==> src/rtl/pcft_pkg.sv <==
// ----------------------------------------------------------------------------
// pcft_pkg: shared types, constants and helpers for the prefix-code counter
// Holds the table entry type, field widths and the identifier check.
// ----------------------------------------------------------------------------
package pcft_pkg;

  localparam int unsigned TableDepthDefault = 128;
  localparam int unsigned TopKDefault       = 5;

  localparam int unsigned CodeW  = 24;
  localparam int unsigned TallyW = 32;
  localparam int unsigned CharsW = 32;
  localparam int unsigned RankW  = 3;

  localparam logic [7:0] ChUpperLo = 8'h41;  // 'A'
  localparam logic [7:0] ChUpperHi = 8'h5A;  // 'Z'
  localparam logic [7:0] ChDigitLo = 8'h30;  // '0'
  localparam logic [7:0] ChDigitHi = 8'h39;  // '9'

  localparam logic OpRecord = 1'b0;
  localparam logic OpReport = 1'b1;

  typedef struct packed {
    logic [CodeW-1:0]  code;
    logic [TallyW-1:0] tally;
  } entry_t;

  typedef struct packed {
    logic   shift;
    logic   wr;
    entry_t wr_data;
  } cell_ctl_t;

  function automatic logic is_upper(input logic [7:0] c);
    return (c >= ChUpperLo) && (c <= ChUpperHi);
  endfunction

  function automatic logic is_digit(input logic [7:0] c);
    return (c >= ChDigitLo) && (c <= ChDigitHi);
  endfunction

  // Three uppercase letters followed by a digit
  function automatic logic ident_ok(input logic [CharsW-1:0] ch);
    return is_upper(ch[31:24]) && is_upper(ch[23:16]) && is_upper(ch[15:8])
        && is_digit(ch[7:0]);
  endfunction

  function automatic logic [TallyW-1:0] sat_inc(input logic [TallyW-1:0] t);
    return (&t) ? t : t + TallyW'(1);
  endfunction

endpackage

==> src/rtl/pcft_cell.sv <==
// ----------------------------------------------------------------------------
// pcft_cell: one table slot of the rotating entry ring
// Takes its neighbor's entry on a shift, or a direct write from control.
// ----------------------------------------------------------------------------
module pcft_cell (
  input  logic                clk_i,
  input  logic                rst_ni,
  input  pcft_pkg::cell_ctl_t ctl_i,
  input  pcft_pkg::entry_t    next_i,
  output pcft_pkg::entry_t    entry_o
);

  pcft_pkg::entry_t entry_q;
  pcft_pkg::entry_t entry_d;

  // Select direct write over shift, else hold
  always_comb begin
    entry_d = entry_q;
    if (ctl_i.wr) begin
      entry_d = ctl_i.wr_data;
    end else if (ctl_i.shift) begin
      entry_d = next_i;
    end
  end

  // Hold the entry, clear it at reset
  always_ff @(posedge clk_i or negedge rst_ni) begin
    if (!rst_ni) begin
      entry_q <= '0;
    end else begin
      entry_q <= entry_d;
    end
  end

  assign entry_o = entry_q;

endmodule

==> config.mk <==
export PLATFORM = sky130hd
export DESIGN_NAME = pcft_cell
export DESIGN_NICKNAME = d
export VERILOG_FILES = /design/src/rtl/pcft_pkg.sv /design/src/rtl/pcft_cell.sv
export SDC_FILE = /design/constraint.sdc
export NUM_CORES = 1
export LEC_CHECK = 0
export ABC_AREA = 1
export ABC_CLOCK_PERIOD_IN_PS = 800
export BUFFER_PORTS_ARGS = -buffer_cell sky130_fd_sc_hd__buf_2
export CORE_UTILIZATION = 38
export DETAILED_ROUTE_END_ITERATION = 16
export PLACE_DENSITY = 0.75
export RECOVER_POWER = 100
export SETUP_SLACK_MARGIN = 0.05
export SYNTH_ARGS = -nofsm -noshare
export SYNTH_HDL_FRONTEND = slang
export SYNTH_SLANG_ARGS = --single-unit
export TNS_END_PERCENT = 30
==> constraint.sdc <==
create_clock -name clk_i -period 0.8 [get_ports clk_i]
set_clock_uncertainty 0.15 [all_clocks]
set_input_delay 0 -clock clk_i [delete_from_list [all_inputs] [get_ports clk_i]]
set_output_delay 0 -clock clk_i [all_outputs]
set_load 0.005 [all_outputs]
==> results.cfg <==
[critical_path]
cp_top_family = flip-flops
critPathKind = reg2out
cp.depth = 1
endpoint_kind = primary output
cp.buffers_inverters = 1
path_max_fanout = 2
critPathMaxStageDelay_ns = 0.41
cp_slowest_cell = dfrtp_1
reg2reg_depth = 3
path_cells = buf_2
required_ns = 0.65
arrival_ns = 0.85
cp-start-kind = flop

[floorplan]
io-pin-count = 172
die_y_um = 83.8
die_w_um = 83.8
die_area_um2 = 7020
placementRows = 29
start_util_pct = 39.8
coreArea_um2 = 6390

[drt]
drt_iter0_drc = 173
drc = 0
routed_wl_um = 9760
vias = 3340
vias_per_cell = 5.06
drtPass1Iterations = 4
wl_per_cell_um = 14.8
ant_nets = 0

[clock_network]
htreeDepth = 2
cts_sinks = 56
clk_path_buf_depth = 2
cts_tree = yes
cts.reportedPaths.clkPinSlew_ns = 0.10
cts-root-buf = clkbuf_8
clkLatencyLatePin_ns = 0.30
cts_buffers = 5

[finish]
num_antenna_cells = 0
fillerInstances = 448
layout.cells.most_common_list = buf_2 (170), nand2_1 (101), nand3_1 (100)
layout-drive-gt1-share_pct = 38.8
nets = 698
largest_register_ffs = 56
final_util_pct = 74.8
area_growth_pct = 88.1
final_common_cell = buf_2

[timing]
holdWs_ns = -0.208
slew_headroom_pct = 71.6
worst_slew_pin_slew_ns = 0.426
fin_crit_sh_pct = 125
fmaxAchievable_mhz = 1000
setup_viol = 75
finalWorstSetupSlack_ns = -0.197
setup_tns_ns = -11.03
hold_viol = 14
rsz0062_at_grt = yes
drv_slew = 0
min_period_ns = 0.997

[synthesis]
yosysTopAreaCellShare_pct = 55.1
synth_area_um2 = 2540
synth_top_cell_by_area = dfrtp_1
synth_cell_types = 9
yosys_warnings = 0
ys_seq_area_share_pct = 55.1
synth_seq_cells = 56
avgSynthCellArea_um2 = 8.30
syn_inst = 306
synth_area_leaders = dfrtp_1 (55%), nand3_1 (22%), nand2_1 (17%), buf_2 (2.6%), buf_6 (1.8%)
syn_nets = 422

[place]
io_buffers = 171
place_congestion = 0.794
dp_hpwl_um = 5040

[power]
p_seq_share_pct = 48.9
clock_power_share_pct = 23.9
power_density_nw_per_um2 = 1390
intPower_mw = 4.82
p_sw_mw = 1.82
vdd_drop_max_uv = 745
p_leak_nw = 2.53
comb_power_share_pct = 27.2
fin_total_pwr_mw = 6.63
swShare_pct = 27.4

[grt]
grt_max_degree = 57
grt_pass1_vias = 3318
overflow = 0
antenna_found_initial = 0
grt_pass1_wl_um = 14900
grt_usage_pct = 26.7

[outcome]
status = complete, but fails checks
violations = hold timing, setup timing

[job]
maxCapViolCount = 0

[min_path]
min_path_type = in2reg
holdPathStages = 3
==> Yosys cell counts <==
library cell  number
nand2_1          112
buf_4              4
nand3_1          112
dfrtp_1           56
inv_2              1
buf_6              4
nor2_1             1
clkbuf_1           3
buf_2             13
==> path summary, 6_finish.rpt <==
path                             start           to  slack (ns)
hold reg to reg            entry_o[17]  entry_o[17]        0.33
hold / removal               ctl_i[53]  entry_o[53]       -0.21
min in group asynchronous       rst_ni  entry_o[40]        0.11
setup / recovery            entry_o[3]   entry_o[3]       -0.20
max in group asynchronous       rst_ni   entry_o[1]        0.05
setup reg to reg           entry_o[35]  entry_o[35]       -0.14
==> metal layers <==
metal,global-route usage [%],share of wire [%]
met4,12.0,3.3
met5,0,0
met1,29.6,37
met3,6.03,7.2
met2,48.6,52
==> kinds of logic (layout without fill, tap and decap cells) <==
group | count (synthesis) | count (layout) | synth area share, %
simple gates | 225 | 225 | 38.7
flops | 56 | 56 | 55.1
buf+inv | 25 | 302 | 6.11
==> what timing repair did <==
item	in CTS	in global routing
hold buffers	97	2
cloned	0	0
pin swaps	15	3
buffers inserted	2	13
resized for setup	1	24
hold endpoints to repair	112	15
endpoints found under the setup margin	112	112
==> final cells by class <==
| cell class | instances | area, um^2 | share of cell area [%] |
|---|---|---|---|
| multi-input cells | 225 | 1080 | 22.6 |
| flip-flops and latches | 56 | 1400 | 29.3 |
| well taps | 77 | 96.3 | 2.02 |
| clock buffers | 6 | 82.6 | 1.73 |
| inverters | 1 | 3.75 | 0.0785 |
| clock inverters | 2 | 10.0 | 0.209 |
| repair buffers | 293 | 2110 | 44.1 |
==> per-stage QoR <==
stage	hold WS [ns]	setup WS [ns]	instances	instance area, um^2
after global routing	-0.221	-0.237	660	4780
after global placement	-0.128	-0.0719	538	3500
after CTS	-0.221	-0.209	645	4580
final	-0.208	-0.197	660	4780
after floorplan	-0.446	0.0479	306	2540
after detailed placement	-0.124	-0.107	538	3500
==> worst register-to-register path, stage by stage, from the launching register on <==
cell and delay, ns:
dfrtp_1 0.41, buf_4 0.14, nand2_2 0.05, nand3_2 0.07
==> power groups by stage <==
stage	registers, mW	logic, mW	clock network, mW
2_1_floorplan	3.31	0.466	0
5_1_grt	3.27	1.96	1.76
3_3_place_gp	3.28	1.22	0
4_1_cts	3.23	1.62	1.65
3_5_place_dp	3.29	1.24	0
6_report	3.24	1.81	1.58
Power figures use the tool's default switching activity.
